==> config.mk <==
export PLATFORM = sky130hd
export DESIGN_NAME = timestamp_to_civil_datetime
export DESIGN_NICKNAME = d
export VERILOG_FILES = /design/src/rtl/ttcd_pkg.sv /design/src/rtl/ttcd_divider.sv /design/src/rtl/ttcd_delay.sv /design/src/rtl/ttcd_calendar.sv /design/src/rtl/timestamp_to_civil_datetime.sv
export SDC_FILE = /design/constraint.sdc
export NUM_CORES = 2
export LEC_CHECK = 0
export BUFFER_PORTS_ARGS = -buffer_cell sky130_fd_sc_hd__buf_2
export CAP_MARGIN = 20
export CORE_ASPECT_RATIO = 0.9
export CORE_UTILIZATION = 65
export DETAILED_ROUTE_END_ITERATION = 6
export PLACE_DENSITY_LB_ADDON = 0.25
export SYNTH_ARGS = -nofsm -noshare
export SYNTH_HDL_FRONTEND = slang
export SYNTH_SLANG_ARGS = --single-unit
export TNS_END_PERCENT = 20
==> constraint.sdc <==
create_clock -name i_clk -period 41.5 [get_ports i_clk]
set_clock_uncertainty 0.1 [all_clocks]
set_input_delay 8.3 -clock i_clk [delete_from_list [all_inputs] [get_ports i_clk]]
set_output_delay 8.3 -clock i_clk [all_outputs]
set_load 0.02 [all_outputs]
==> src/rtl/ttcd_pkg.sv <==
// shared constants, types and tables for the timestamp to civil date converter
`default_nettype none

package ttcd_pkg;

    localparam int STAMP_BITS_DEF = 40;
    localparam int DIGIT_W        = 4;

    localparam int SECS_PER_DAY   = 86400;
    localparam int SECS_PER_HOUR  = 3600;
    localparam int SECS_PER_MIN   = 60;
    localparam int DAYS_PER_ERA   = 146097;
    localparam int DAYS_PER_YEAR  = 365;
    localparam int YEARS_PER_ERA  = 400;
    localparam int YEAR_BASE      = 1900;
    localparam int MP_JANUARY     = 10;
    localparam int MP_TO_MONTH    = 2;

    localparam int OFFSET_W                  = 20;
    localparam logic [OFFSET_W-1:0] OFFSET_RESET = 20'd730425;

    localparam int TOD_W  = 17;
    localparam int DOE_W  = 18;
    localparam int YEAR_W = 16;

    localparam int ERA_DIV_STAGES_DEF = (STAMP_BITS_DEF - 10 + DIGIT_W - 1) / DIGIT_W;

    // reciprocal multipliers, exact for the operand widths used
    localparam int R1460_SH  = 29;
    localparam int R1460_MUL = ((1 << R1460_SH) + 1460 - 1) / 1460;
    localparam int R365_SH   = 27;
    localparam int R365_MUL  = ((1 << R365_SH) + DAYS_PER_YEAR - 1) / DAYS_PER_YEAR;
    localparam int R153_SH   = 19;
    localparam int R153_MUL  = ((1 << R153_SH) + 153 - 1) / 153;
    localparam int R3600_SH  = 29;
    localparam int R3600_MUL = ((1 << R3600_SH) + SECS_PER_HOUR - 1) / SECS_PER_HOUR;
    localparam int R60_SH    = 18;
    localparam int R60_MUL   = ((1 << R60_SH) + SECS_PER_MIN - 1) / SECS_PER_MIN;

    localparam int CENTURY_DAYS = 36524;
    localparam int YEARS_PER_CENTURY = 100;

    typedef struct packed {
        logic signed [YEAR_W-1:0] year_since_1900;
        logic [3:0]               month_index;
        logic [4:0]               day_of_month;
        logic [4:0]               hour_of_day;
        logic [5:0]               minute_of_hour;
        logic [5:0]               second_of_minute;
    } t_result;

    // days from march 1 to the first of the march-based month
    function automatic logic [8:0] days_before_month(input logic [3:0] mp);
        logic [8:0] d;
        case (mp)
            4'd0:    d = 9'd0;
            4'd1:    d = 9'd31;
            4'd2:    d = 9'd61;
            4'd3:    d = 9'd92;
            4'd4:    d = 9'd122;
            4'd5:    d = 9'd153;
            4'd6:    d = 9'd184;
            4'd7:    d = 9'd214;
            4'd8:    d = 9'd245;
            4'd9:    d = 9'd275;
            4'd10:   d = 9'd306;
            4'd11:   d = 9'd337;
            default: d = 9'd0;
        endcase
        return d;
    endfunction

endpackage

`default_nettype wire

==> src/rtl/ttcd_divider.sv <==
// pipelined radix-16 long division of an unsigned value by a constant
`default_nettype none

module ttcd_divider #(
    parameter int DW      = ttcd_pkg::STAMP_BITS_DEF + 1,
    parameter int DIVISOR = ttcd_pkg::SECS_PER_DAY,
    localparam int RW     = $clog2(DIVISOR)
) (
    input  wire logic          i_clk,
    input  wire logic          i_rst_n,
    input  wire logic          i_en,
    input  wire logic          i_valid,
    input  wire logic [DW-1:0] i_num,
    output logic               o_valid,
    output logic [DW-1:0]      o_quo,
    output logic [RW-1:0]      o_rem
);

    localparam int DGW = ttcd_pkg::DIGIT_W;
    localparam int ND  = (DW + DGW - 1) / DGW;
    localparam int PW  = ND * DGW;
    localparam int XW  = RW + DGW;

    logic [ND-1:0]  r_vld;
    logic [PW-1:0]  r_num [ND];
    logic [PW-1:0]  r_quo [ND];
    logic [RW-1:0]  r_rem [ND];

    logic [ND-1:0]  c_vld;
    logic [PW-1:0]  c_num  [ND];
    logic [PW-1:0]  c_quo  [ND];
    logic [RW-1:0]  c_rem  [ND];
    logic [XW-1:0]  c_part [ND];
    logic [XW-1:0]  c_sub  [ND];
    logic [DGW-1:0] c_dig  [ND];

    always_comb begin
        c_num[0] = PW'(i_num);
        c_quo[0] = '0;
        c_rem[0] = '0;
        c_vld[0] = i_valid;
        for (int k = 1; k < ND; k++) begin
            c_num[k] = r_num[k-1];
            c_quo[k] = r_quo[k-1];
            c_rem[k] = r_rem[k-1];
            c_vld[k] = r_vld[k-1];
        end
        for (int k = 0; k < ND; k++) begin
            c_part[k] = {c_rem[k], c_num[k][PW-1-DGW*k -: DGW]};
            c_dig[k]  = '0;
            c_sub[k]  = '0;
            for (int j = 1; j < (1 << DGW); j++) begin
                if (c_part[k] >= XW'(j * DIVISOR)) begin
                    c_dig[k] = DGW'(j);
                    c_sub[k] = XW'(j * DIVISOR);
                end
            end
        end
    end

    always_ff @(posedge i_clk) begin
        if (!i_rst_n) begin
            r_vld <= '0;
        end else if (i_en) begin
            r_vld <= c_vld;
        end
    end

    always_ff @(posedge i_clk) begin
        if (i_en) begin
            for (int k = 0; k < ND; k++) begin
                r_num[k] <= c_num[k];
                r_quo[k] <= {c_quo[k][PW-DGW-1:0], c_dig[k]};
                r_rem[k] <= RW'(c_part[k] - c_sub[k]);
            end
        end
    end

    assign o_valid = r_vld[ND-1];
    assign o_quo   = DW'(r_quo[ND-1]);
    assign o_rem   = r_rem[ND-1];

endmodule

`default_nettype wire

==> src/rtl/ttcd_delay.sv <==
// enabled shift line that keeps side data aligned with a pipeline
`default_nettype none

module ttcd_delay #(
    parameter int W     = ttcd_pkg::TOD_W,
    parameter int DEPTH = ttcd_pkg::ERA_DIV_STAGES_DEF
) (
    input  wire logic         i_clk,
    input  wire logic         i_en,
    input  wire logic [W-1:0] i_d,
    output logic [W-1:0]      o_d
);

    logic [W-1:0] r_taps [DEPTH];

    always_ff @(posedge i_clk) begin
        if (i_en) begin
            r_taps[0] <= i_d;
            for (int k = 1; k < DEPTH; k++) begin
                r_taps[k] <= r_taps[k-1];
            end
        end
    end

    assign o_d = r_taps[DEPTH-1];

endmodule

`default_nettype wire

==> src/rtl/ttcd_calendar.sv <==
// five-stage conversion of era, day of era and second of day to date and time
`default_nettype none

module ttcd_calendar (
    input  wire logic                          i_clk,
    input  wire logic                          i_rst_n,
    input  wire logic                          i_en,
    input  wire logic                          i_valid,
    input  wire logic [ttcd_pkg::YEAR_W-1:0]   i_era,
    input  wire logic [ttcd_pkg::DOE_W-1:0]    i_doe,
    input  wire logic [ttcd_pkg::TOD_W-1:0]    i_tod,
    output logic                               o_valid,
    output ttcd_pkg::t_result                  o_res
);

    localparam int DW  = ttcd_pkg::DOE_W;
    localparam int TW  = ttcd_pkg::TOD_W;
    localparam int YW  = ttcd_pkg::YEAR_W;
    localparam int PA_W = DW + 19;
    localparam int PY_W = DW + 19;
    localparam int PH_W = TW + 18;
    localparam int PM_W = 12 + 13;
    localparam int PP_W = 11 + 12;

    // stage 1
    logic [PA_W-1:0] c1_pa;
    logic [PH_W-1:0] c1_ph;
    logic [6:0]      c1_a;
    logic [2:0]      c1_b;
    logic            c1_c;
    logic            r1_vld;
    logic [YW-1:0]   r1_era;
    logic [DW-1:0]   r1_doe;
    logic [6:0]      r1_a;
    logic [2:0]      r1_b;
    logic            r1_c;
    logic [TW-1:0]   r1_tod;
    logic [4:0]      r1_hour;

    assign c1_pa = PA_W'(i_doe) * PA_W'(ttcd_pkg::R1460_MUL);
    assign c1_ph = PH_W'(i_tod) * PH_W'(ttcd_pkg::R3600_MUL);
    assign c1_a  = 7'(c1_pa >> ttcd_pkg::R1460_SH);
    assign c1_b  = 3'(i_doe >= DW'(ttcd_pkg::CENTURY_DAYS))
                 + 3'(i_doe >= DW'(2 * ttcd_pkg::CENTURY_DAYS))
                 + 3'(i_doe >= DW'(3 * ttcd_pkg::CENTURY_DAYS))
                 + 3'(i_doe >= DW'(4 * ttcd_pkg::CENTURY_DAYS));
    assign c1_c  = (i_doe == DW'(ttcd_pkg::DAYS_PER_ERA - 1));

    // stage 2
    logic [DW-1:0]   c2_x;
    logic [PY_W-1:0] c2_py;
    logic [8:0]      c2_yoe;
    logic [11:0]     c2_mh;
    logic            r2_vld;
    logic [YW-1:0]   r2_era;
    logic [DW-1:0]   r2_doe;
    logic [8:0]      r2_yoe;
    logic [4:0]      r2_hour;
    logic [11:0]     r2_mh;

    assign c2_x   = r1_doe - DW'(r1_a) + DW'(r1_b) - DW'(r1_c);
    assign c2_py  = PY_W'(c2_x) * PY_W'(ttcd_pkg::R365_MUL);
    assign c2_yoe = 9'(c2_py >> ttcd_pkg::R365_SH);
    assign c2_mh  = 12'(r1_tod - TW'(ttcd_pkg::SECS_PER_HOUR) * TW'(r1_hour));

    // stage 3
    logic [1:0]      c3_cent;
    logic [8:0]      c3_doy;
    logic [PM_W-1:0] c3_pm;
    logic [5:0]      c3_min;
    logic            r3_vld;
    logic [YW-1:0]   r3_era;
    logic [8:0]      r3_yoe;
    logic [8:0]      r3_doy;
    logic [4:0]      r3_hour;
    logic [11:0]     r3_mh;
    logic [5:0]      r3_min;

    assign c3_cent = 2'(r2_yoe >= 9'(ttcd_pkg::YEARS_PER_CENTURY))
                   + 2'(r2_yoe >= 9'(2 * ttcd_pkg::YEARS_PER_CENTURY))
                   + 2'(r2_yoe >= 9'(3 * ttcd_pkg::YEARS_PER_CENTURY));
    assign c3_doy  = 9'(r2_doe - (DW'(ttcd_pkg::DAYS_PER_YEAR) * DW'(r2_yoe)
                     + DW'(r2_yoe >> 2) - DW'(c3_cent)));
    assign c3_pm   = PM_W'(r2_mh) * PM_W'(ttcd_pkg::R60_MUL);
    assign c3_min  = 6'(c3_pm >> ttcd_pkg::R60_SH);

    // stage 4
    logic [10:0]     c4_t;
    logic [PP_W-1:0] c4_pp;
    logic [3:0]      c4_mp;
    logic [5:0]      c4_sec;
    logic            r4_vld;
    logic [YW-1:0]   r4_era;
    logic [8:0]      r4_yoe;
    logic [8:0]      r4_doy;
    logic [3:0]      r4_mp;
    logic [4:0]      r4_hour;
    logic [5:0]      r4_min;
    logic [5:0]      r4_sec;

    assign c4_t   = 11'(5) * 11'(r3_doy) + 11'(2);
    assign c4_pp  = PP_W'(c4_t) * PP_W'(ttcd_pkg::R153_MUL);
    assign c4_mp  = 4'(c4_pp >> ttcd_pkg::R153_SH);
    assign c4_sec = 6'(r3_mh - 12'(ttcd_pkg::SECS_PER_MIN) * 12'(r3_min));

    // stage 5
    logic              c5_late;
    ttcd_pkg::t_result c5_res;
    logic              r5_vld;
    ttcd_pkg::t_result r5_res;

    always_comb begin
        c5_late = (r4_mp >= 4'(ttcd_pkg::MP_JANUARY));
        c5_res.day_of_month = 5'(r4_doy - ttcd_pkg::days_before_month(r4_mp) + 9'd1);
        c5_res.month_index  = c5_late ? r4_mp - 4'(ttcd_pkg::MP_JANUARY)
                                      : r4_mp + 4'(ttcd_pkg::MP_TO_MONTH);
        c5_res.year_since_1900 = r4_era * YW'(ttcd_pkg::YEARS_PER_ERA) + YW'(r4_yoe)
                               + YW'(c5_late) - YW'(ttcd_pkg::YEAR_BASE);
        c5_res.hour_of_day      = r4_hour;
        c5_res.minute_of_hour   = r4_min;
        c5_res.second_of_minute = r4_sec;
    end

    always_ff @(posedge i_clk) begin
        if (!i_rst_n) begin
            r1_vld <= 1'b0;
            r2_vld <= 1'b0;
            r3_vld <= 1'b0;
            r4_vld <= 1'b0;
            r5_vld <= 1'b0;
        end else if (i_en) begin
            r1_vld <= i_valid;
            r2_vld <= r1_vld;
            r3_vld <= r2_vld;
            r4_vld <= r3_vld;
            r5_vld <= r4_vld;
        end
    end

    always_ff @(posedge i_clk) begin
        if (i_en) begin
            r1_era  <= i_era;
            r1_doe  <= i_doe;
            r1_a    <= c1_a;
            r1_b    <= c1_b;
            r1_c    <= c1_c;
            r1_tod  <= i_tod;
            r1_hour <= 5'(c1_ph >> ttcd_pkg::R3600_SH);

            r2_era  <= r1_era;
            r2_doe  <= r1_doe;
            r2_yoe  <= c2_yoe;
            r2_hour <= r1_hour;
            r2_mh   <= c2_mh;

            r3_era  <= r2_era;
            r3_yoe  <= r2_yoe;
            r3_doy  <= c3_doy;
            r3_hour <= r2_hour;
            r3_mh   <= r2_mh;
            r3_min  <= c3_min;

            r4_era  <= r3_era;
            r4_yoe  <= r3_yoe;
            r4_doy  <= r3_doy;
            r4_mp   <= c4_mp;
            r4_hour <= r3_hour;
            r4_min  <= r3_min;
            r4_sec  <= c4_sec;

            r5_res  <= c5_res;
        end
    end

    assign o_valid = r5_vld;
    assign o_res   = r5_res;

endmodule

`default_nettype wire

==> src/rtl/timestamp_to_civil_datetime.sv <==
// top level: signed epoch seconds to gregorian utc date and time of day
//
// channel   dir  transfer on            payload
// in        in   i_valid & o_ready      i_seconds_since_epoch
// out       out  o_valid & i_ready      o_year_since_1900 .. o_second_of_minute
// cfg       in   i_cfg_we               i_cfg_wdata (epoch day offset)
//
// one transfer per cycle in and out while o_ready and i_ready stay high; a result passes
// the input register, day divider, a register, era divider, calendar stages and output register
// reset clears all valid bits and loads the offset register with its default
// a single global enable moves the whole pipeline; a skid register behind the output
// register takes the next result during an output stall, and o_ready drops only when it is full
`default_nettype none

module timestamp_to_civil_datetime #(
    parameter int STAMP_BITS = ttcd_pkg::STAMP_BITS_DEF
) (
    input  wire logic                              i_clk,
    input  wire logic                              i_rst_n,
    input  wire logic                              i_cfg_we,
    input  wire logic [ttcd_pkg::OFFSET_W-1:0]     i_cfg_wdata,
    input  wire logic                              i_valid,
    output logic                                   o_ready,
    input  wire logic signed [STAMP_BITS-1:0]      i_seconds_since_epoch,
    output logic                                   o_valid,
    input  wire logic                              i_ready,
    output logic signed [ttcd_pkg::YEAR_W-1:0]     o_year_since_1900,
    output logic [3:0]                             o_month_index,
    output logic [4:0]                             o_day_of_month,
    output logic [4:0]                             o_hour_of_day,
    output logic [5:0]                             o_minute_of_hour,
    output logic [5:0]                             o_second_of_minute
);

    localparam int DW1 = STAMP_BITS + 1;
    localparam int ZW  = STAMP_BITS - 11;
    localparam int DW2 = ZW + 1;
    localparam int ERA_STAGES = (DW2 + ttcd_pkg::DIGIT_W - 1) / ttcd_pkg::DIGIT_W;

    localparam logic [DW1-1:0] DAY_HALF = DW1'(1) << (STAMP_BITS - 1);
    localparam logic [DW1-1:0] DAY_K    = (DAY_HALF + DW1'(ttcd_pkg::SECS_PER_DAY - 1))
                                          / DW1'(ttcd_pkg::SECS_PER_DAY);
    localparam logic [DW1-1:0] DAY_BIAS = DAY_K * DW1'(ttcd_pkg::SECS_PER_DAY);
    localparam logic [DW2-1:0] ERA_HALF = DW2'(1) << (ZW - 1);
    localparam logic [DW2-1:0] ERA_K    = (ERA_HALF + DW2'(ttcd_pkg::DAYS_PER_ERA - 1))
                                          / DW2'(ttcd_pkg::DAYS_PER_ERA);
    localparam logic [DW2-1:0] ERA_BIAS = ERA_K * DW2'(ttcd_pkg::DAYS_PER_ERA);
    localparam logic [DW2-1:0] Z_BIAS   = ERA_BIAS - DW2'(DAY_K);

    logic                            w_en;
    logic [ttcd_pkg::OFFSET_W-1:0]   r_offset;

    logic                            r0_vld;
    logic [DW1-1:0]                  r0_u;

    logic                            d1_vld;
    logic [DW1-1:0]                  d1_quo;
    logic [ttcd_pkg::TOD_W-1:0]      d1_rem;

    logic                            r1_vld;
    logic [DW2-1:0]                  r1_z;
    logic [ttcd_pkg::TOD_W-1:0]      r1_tod;

    logic                            d2_vld;
    logic [DW2-1:0]                  d2_quo;
    logic [ttcd_pkg::DOE_W-1:0]      d2_rem;
    logic [ttcd_pkg::TOD_W-1:0]      w_tod;
    logic [ttcd_pkg::YEAR_W-1:0]     w_era;

    logic                            cal_vld;
    ttcd_pkg::t_result               cal_res;

    logic                            r_out_vld;
    logic                            r_skid_vld;
    ttcd_pkg::t_result               r_out;
    ttcd_pkg::t_result               r_skid;

    assign w_en    = !r_skid_vld;
    assign o_ready = w_en;

    always_ff @(posedge i_clk) begin
        if (!i_rst_n) begin
            r_offset <= ttcd_pkg::OFFSET_RESET;
        end else if (i_cfg_we) begin
            r_offset <= i_cfg_wdata;
        end
    end

    // bias the stamp so the floor division runs on a non-negative value
    always_ff @(posedge i_clk) begin
        if (!i_rst_n) begin
            r0_vld <= 1'b0;
            r1_vld <= 1'b0;
        end else if (w_en) begin
            r0_vld <= i_valid;
            r1_vld <= d1_vld;
        end
    end

    always_ff @(posedge i_clk) begin
        if (w_en) begin
            r0_u   <= {i_seconds_since_epoch[STAMP_BITS-1], i_seconds_since_epoch} + DAY_BIAS;
            r1_z   <= DW2'(d1_quo) + DW2'(r_offset) + Z_BIAS;
            r1_tod <= d1_rem;
        end
    end

    ttcd_divider #(
        .DW      (DW1),
        .DIVISOR (ttcd_pkg::SECS_PER_DAY)
    ) u_day_div (
        .i_clk   (i_clk),
        .i_rst_n (i_rst_n),
        .i_en    (w_en),
        .i_valid (r0_vld),
        .i_num   (r0_u),
        .o_valid (d1_vld),
        .o_quo   (d1_quo),
        .o_rem   (d1_rem)
    );

    ttcd_divider #(
        .DW      (DW2),
        .DIVISOR (ttcd_pkg::DAYS_PER_ERA)
    ) u_era_div (
        .i_clk   (i_clk),
        .i_rst_n (i_rst_n),
        .i_en    (w_en),
        .i_valid (r1_vld),
        .i_num   (r1_z),
        .o_valid (d2_vld),
        .o_quo   (d2_quo),
        .o_rem   (d2_rem)
    );

    ttcd_delay #(
        .W     (ttcd_pkg::TOD_W),
        .DEPTH (ERA_STAGES)
    ) u_tod_delay (
        .i_clk (i_clk),
        .i_en  (w_en),
        .i_d   (r1_tod),
        .o_d   (w_tod)
    );

    assign w_era = ttcd_pkg::YEAR_W'(d2_quo) - ttcd_pkg::YEAR_W'(ERA_K);

    ttcd_calendar u_calendar (
        .i_clk   (i_clk),
        .i_rst_n (i_rst_n),
        .i_en    (w_en),
        .i_valid (d2_vld),
        .i_era   (w_era),
        .i_doe   (d2_rem),
        .i_tod   (w_tod),
        .o_valid (cal_vld),
        .o_res   (cal_res)
    );

    // output register with skid
    always_ff @(posedge i_clk) begin
        if (!i_rst_n) begin
            r_out_vld  <= 1'b0;
            r_skid_vld <= 1'b0;
        end else if (!r_skid_vld) begin
            if (cal_vld) begin
                if (!r_out_vld || i_ready) begin
                    r_out_vld <= 1'b1;
                end else begin
                    r_skid_vld <= 1'b1;
                end
            end else if (i_ready) begin
                r_out_vld <= 1'b0;
            end
        end else if (i_ready) begin
            r_skid_vld <= 1'b0;
        end
    end

    always_ff @(posedge i_clk) begin
        if (!r_skid_vld) begin
            if (cal_vld && (!r_out_vld || i_ready)) begin
                r_out <= cal_res;
            end
            if (cal_vld && r_out_vld && !i_ready) begin
                r_skid <= cal_res;
            end
        end else if (i_ready) begin
            r_out <= r_skid;
        end
    end

    assign o_valid            = r_out_vld;
    assign o_year_since_1900  = r_out.year_since_1900;
    assign o_month_index      = r_out.month_index;
    assign o_day_of_month     = r_out.day_of_month;
    assign o_hour_of_day      = r_out.hour_of_day;
    assign o_minute_of_hour   = r_out.minute_of_hour;
    assign o_second_of_minute = r_out.second_of_minute;

    a_skid_implies_out: assert property (@(posedge i_clk) disable iff (!i_rst_n)
        r_skid_vld |-> r_out_vld)
        else $error("skid holds a result while the output register is empty");

    a_skid_holds: assert property (@(posedge i_clk) disable iff (!i_rst_n)
        (r_skid_vld && !i_ready) |=> r_skid_vld)
        else $error("skid result lost during output stall");

    a_blocked_result_caught: assert property (@(posedge i_clk) disable iff (!i_rst_n)
        (cal_vld && r_out_vld && !i_ready && !r_skid_vld) |=> r_skid_vld)
        else $error("pipeline result dropped at blocked output");

endmodule

`default_nettype wire
---- Yosys cells after proc, flatten, opt, wreduce, memory -nomap -nowiden ----
Memories as Yosys holds them, arrays and structs flattened. A register that Yosys moved wholly into a read port is not among the register bits.
Cells that the tools add are included.
word-level totals
  register bits ........................... 460
  bits in writable memories ............... 1947
  bits in read-only memories .............. 144
  input port bits ......................... 65
  output and inout bits ................... 44
  memories ................................ 8
memories
  memory            depth  width  read ports  clocked after memory_dff  wr ports  RTL line            source
  u_day_div.r_num   11     44     10          0                         11        ttcd_divider.sv:25  logic [PW-1:0] r_num [ND];
  u_day_div.r_quo   11     44     11          0                         11        ttcd_divider.sv:26  logic [PW-1:0] r_quo [ND];
  u_era_div.r_num   8      32     7           0                         8         ttcd_divider.sv:25
  u_era_div.r_quo   8      32     8           0                         8         ttcd_divider.sv:26
  u_day_div.r_rem   11     17     11          1                         11        ttcd_divider.sv:27  logic [RW-1:0] r_rem [ND];
  (name not given)  16     9      1           1                         0         ttcd_pkg.sv:55      case (mp)
  +2 memories       -      -      -           -                         -         -
operators by class
  add/sub/neg operators ................... 42
  $mul .................................... 10
  $lt $le $gt $ge ......................... 263
  equality and inequality tests ........... 3
  mux-type cells .......................... 523
  bitwise gates (word level) .............. 1
  reduce and logical (&&, ||, !) cells .... 13
operators with widths
  kind                                                                  number
  2-to-1 mux 17 bit                                                     150
  2-to-1 mux 18 bit                                                     105
  greater-or-equal comparator 21 x 20 -> 1 bit (second input constant)  60
  greater-or-equal comparator 22 x 21 -> 1 bit (second input constant)  49
  greater-or-equal comparator 21 x 19 -> 1 bit (second input constant)  30
  greater-or-equal comparator 21 bit (second input constant)            30
  greater-or-equal comparator 22 x 20 -> 1 bit (second input constant)  28
  2-to-1 mux 4 bit                                                      138
  greater-or-equal comparator 21 x 18 -> 1 bit (second input constant)  20
  greater-or-equal comparator 22 x 19 -> 1 bit (second input constant)  14
  greater-or-equal comparator 21 x 17 -> 1 bit (second input constant)  10
  2-to-1 mux 3 bit                                                      68
  subtractor 17 bit                                                     10
  greater-or-equal comparator 22 x 18 -> 1 bit (second input constant)  7
  greater-or-equal comparator 22 bit (second input constant)            7
  2-to-1 mux 42 bit                                                     3
  subtractor 18 bit                                                     7
  2-to-1 mux 2 bit                                                      34
  multiplier 18 x 16 -> 33 bit (second input constant)                  2
  adder 41 x 40 -> 41 bit (second input constant)                       1
  greater-or-equal comparator 18 x 17 -> 1 bit (second input constant)  2
  multiplier 17 x 18 -> 34 bit (second input constant)                  1
  subtractor 16 x 11 -> 16 bit (second input constant)                  2
  adder 30 x 20 -> 30 bit                                               1
  42 further kinds                                                      76

---- Depth between registers and ports, before layout ----
An unclocked memory read counts as a cell.
  word-level depth ........................ 18
  mapped depth ............................ 37
  gate-level depth less buffers ........... 37

---- Hierarchy ----
Synthesis repeated with hierarchy kept, for this count alone.
unflattened totals
  cells, all modules ...................... 6796
  area total of the unflattened synthesis .. 82056.2 µm²
modules (own cells, without submodules)
  module                       times used  cells each  area an instance (µm²)  seq. area each (µm²)
  ttcd_calendar                1           2635        30533.0                 7437.1
  ttcd_divider at u_day_div    1           1660        21613.2                 13973.4
  ttcd_divider at u_era_div    1           1647        16484.6                 7967.6
  timestamp_to_civil_datetime  1           701         9213.8                  5645.4
  ttcd_delay                   1           153         4211.5                  4083.9

---- Worst setup path before layout ----
No wires, ideal clock.
  path type ............................... reg-to-reg
  start point ............................. register r_skid_vld
  end point ............................... register (tool-made name)
  arrival time ............................ 31845 ps
  data required time ...................... 41247 ps
  setup slack ............................. 9402 ps
  cell stages (with the launch flop) ...... 5
  buffers on the path ..................... 0
  period minus slack after synthesis ...... 32098 ps
  path through ............................ dfxtp_1 > clkinv_1 > mux2i_1 > nand2_1 > mux2_2
RTL lines
  what                      RTL line                            source
  start: declaration        timestamp_to_civil_datetime.sv:74   logic r_skid_vld;
  start signal: assignment  timestamp_to_civil_datetime.sv:164  r_skid_vld <= 1'b0;
  start signal: assignment  timestamp_to_civil_datetime.sv:170  r_skid_vld <= 1'b1;
  start signal: assignment  timestamp_to_civil_datetime.sv:176  r_skid_vld <= 1'b0;

---- Final worst setup path ----
  start point ............................. register r_skid_vld
  end point ............................... output port o_ready
on the way
  word-level cells in the longest chain between the ends .. 1
RTL lines
  what              RTL line                           source
  zero test 1 bit   -
  end: declaration  timestamp_to_civil_datetime.sv:23  output logic o_ready,
Every way passes these cells.

==> key figures <==
Run status
  • Outcome: finished, final reports clean

Timing
  • Post-Route Setup TNS: 0 ns
  • Slew Limit Headroom: 0.1923
  • FMAX: 93.76 MHz
  • Setup repair after global routing missed its margin: no
  • Worst hold margin: 0.3084 ns
  • Number of hold violations in the final report: 0
  • Slew at the pin closest to its max-slew limit: 1.181 ns
  • Final worst path period need: 10.67 ns
  • Number of endpoints failing setup at the final stage: 0
  • Final cycle utilization of the critical path: 0.2570
  • Number of pins exceeding their max-slew limit in the final report: 0

Floorplan
  • Die width: 371.7 µm
  • Initial core utilization: 0.6587
  • Die outline area: 124400 µm²
  • Io pins: 109
  • Core area: 121400 µm²
  • Site Rows: 121
  • Die Y-Extent: 334.8 µm

Route
  • Routed wire length: 151100 µm
  • 1st-iter DRT viols: 3842
  • Average wire per standard cell: 18.02 µm
  • DRC violation count after routing: 0
  • Drt via density: 5.901
  • Via count: 49.49k
  • Residual antenna-violating net count after detailed routing: 0
  • First-pass DRT Iterations: 6

Logic synthesis
  • Synth unique cells: 90
  • Async SR Flop Fraction: 0
  • Combined area of all synthesized cells: 79970 µm²
  • Proportion of synthesized chip area in sequential cells: 0.4815
  • Avg Synthesized Cell Area: 12.10 µm²
  • Synthesized netlist cell count: 6612
  • Share of the synthesized area in the top cell type: 0.4682
  • Yosys warning total: 0
  • Biggest area consumer among synthesized cells: edfxtp_1
  • Main area contributors after synthesis: edfxtp_1 (47%), ha_1 (15%), fa_1 (9.2%)
  • Number of synthesized register bits: 1300
  • Most used flip-flop cell after synthesis: edfxtp_1
  • Number of enable-type register cells in the synthesized netlist: 1247

Critical path
  • Type of the worst setup path: reg -> out
  • Worst R2R Path Depth: 37
  • Source of the worst register-to-register timing path: u_calendar.r1_c
  • CP max FO: 110
  • Arrival time at the worst endpoint: 2.27 ns
  • Worst r2r dst: u_calendar.r2_yoe[8]
  • Capturing element type of the critical path: output port
  • Setup slack of the most critical reg-to-reg path: 31.59 ns
  • Critical Path Source Type: flip-flop
  • Origin of the worst setup path: r_skid_vld
  • Required @ worst endpoint: 33.10 ns

Cells and area
  • Final net count: 8057
  • Fraction of final layout cells sized beyond drive strength 1: 0.06660
  • Leading cell types in the layout, fill and taps excluded: edfxtp_1 (1247), ha_1 (937), inv_1 (876)
  • Layout-stage area growth over the synthesis result: 7.652%
  • Filler instances: 8381
  • Leading cell type in the layout, fill and taps excluded: edfxtp_1
  • Number of antenna diodes: 0

Clocking
  • Post-CTS setup-driven buffer insertion count: 0
  • Clock edge transition at the registers on the reported setup and hold paths: 0.06 ns
  • H-tree lvl count: 3
  • Clk sink count: 1300
  • Number of gates resized after CTS: 0
  • Root Buffer: clkbuf_16
  • Maximum number of buffers from clock root to sink: 3
  • Inserted Clock Buffers: 121
  • Worst-skew pair later-pin latency: 0.75 ns
  • CTS Hold Bufs: 0
  • TritonCTS clock tree: built

Placed design
  • RePlAce Congestion: 0.9319
  • Port Buffer Count: 108
  • Placed wire-length estimate after detailed placement: 109000 µm

Worst hold path
  • Count of cells along the worst hold path: 0
  • Worst hold path startpoint: u_day_div.r_quo[6][1]
  • End point of the worst hold path: u_day_div.r_quo[7][5]
  • Worst hold path class: reg -> reg

Flow run
  • Max cap viols: 0

Global routing
  • Via count of the first global-routing pass: 49.86k
  • Pin count of the biggest net entering global routing: 212
  • Overall fraction of global-route tracks in use: 0.2487
  • Global-route congestion overflow total: 0
  • Wire length of the first global-routing pass: 250600 µm
  • Antenna violations before repair: 1
==> synthesized netlist by cell type, types with 11 or more instances <==
cell / number
o31ai_1: 46
or2_2: 26
and3_1: 32
nor3b_1: 11
inv_1: 876
nor4_1: 39
o21bai_1: 55
a21o_1: 113
nand2_1: 288
xor2_1: 80
edfxtp_1: 1247
nand3b_1: 11
nand3_1: 92
clkbuf_1: 181
a41o_1: 12
ha_1: 937
o41ai_1: 21
or3_1: 45
a211oi_1: 34
a41oi_1: 23
nor3_1: 99
o21a_1: 62
o21ai_0: 290
fa_1: 367
nor2_1: 313
mux2i_1: 50
or4_1: 18
nand4_1: 47
a311oi_1: 11
a211o_1: 25
nand2b_1: 63
o211ai_1: 35
a31oi_1: 43
a21boi_0: 50
xnor2_1: 210
o31a_1: 26
and2_1: 22
a21oi_1: 346
a2111oi_0: 13
a31o_2: 25
dfxtp_1: 53
nor2b_1: 93
mux2_2: 44
==> final cells by class <==
type	count	area, µm²	share of cell area
Sequential cell	1300	38510	0.4473
Tap cell	1599	2001	0.02324
Inverter	877	3299	0.03832
Clock buffer	147	3216	0.03735
Multi-Input combinational cell	4245	37450	0.4350
Timing Repair Buffer	143	825.8	0.009592
Clock inverter	75	789.5	0.009170
==> sequential cells by signal (all words and copies together) (netlist names), 16 cells and up, named ones only <==
name,flops
u_era_div.r_num,130
u_era_div.r_rem,87
u_tod_delay.r_taps,136
r_offset,20
u_day_div.r_num,246
o_year_since_1900,16
r1_z,29
u_day_div.r_rem,121
u_day_div.r_quo,91
u_calendar.o_res,42
r1_tod,17
u_era_div.r_quo,24
r0_u,41
u_calendar.r1_doe,18
r_skid,42
==> layer usage <==
metal | routed length (µm) | share of wire | vias up | global-route usage
li1 | - | - | 23830 | -
met1 | 66720 | 0.44 | 24070 | 0.3406
met2 | 72760 | 0.48 | 1315 | 0.4164
met3 | 7986 | 0.053 | 270 | 0.03511
met4 | 3623 | 0.024 | 0 | 0.06854
met5 | 0 | 0 | - | 0
==> critical path, cell delays in order, from the launching register on <==
cell	delay (ns)
dfxtp_4	0.48
inv_8	0.63
buf_2	0.30
==> how the worst max path moves through the flow <==
| stage | end | slack, ns |
|---|---|---|
| after floorplan | flip-flop | 9.40 |
| after global placement | r0_u[38] | 30.67 |
| after detailed placement | r0_u[38] | 30.60 |
| after CTS | o_ready | 30.81 |
| after global routing | o_ready | 30.74 |
| final | o_ready | 30.83 |
==> kinds of logic after synthesis <==
logic type	share of synthesized area
compound gates	0.1070
xor+xnor	0.03234
fa+ha+maj	0.2385
buf+inv	0.05047
flops	0.4815
mux	0.01245
other cells	0.00004689
simple gates	0.07773
==> stage by stage <==
step / util / instance area (µm²) / instances / setup slack (ns)
floorplan: - / 79990 / 6616 / 9.402
global placement: 0.6760 / 82080 / 8163 / 30.67
detailed placement: 0.6760 / 82080 / 8163 / 30.60
CTS: 0.7090 / 86090 / 8385 / 30.81
global route: 0.7091 / 86090 / 8386 / 30.74
finish: 0.7091 / 86090 / 8386 / 30.83
Power is left out: the tool's default activity adds up to more than one toggle a clock period on the data nets, which glitch-free logic cannot reach.
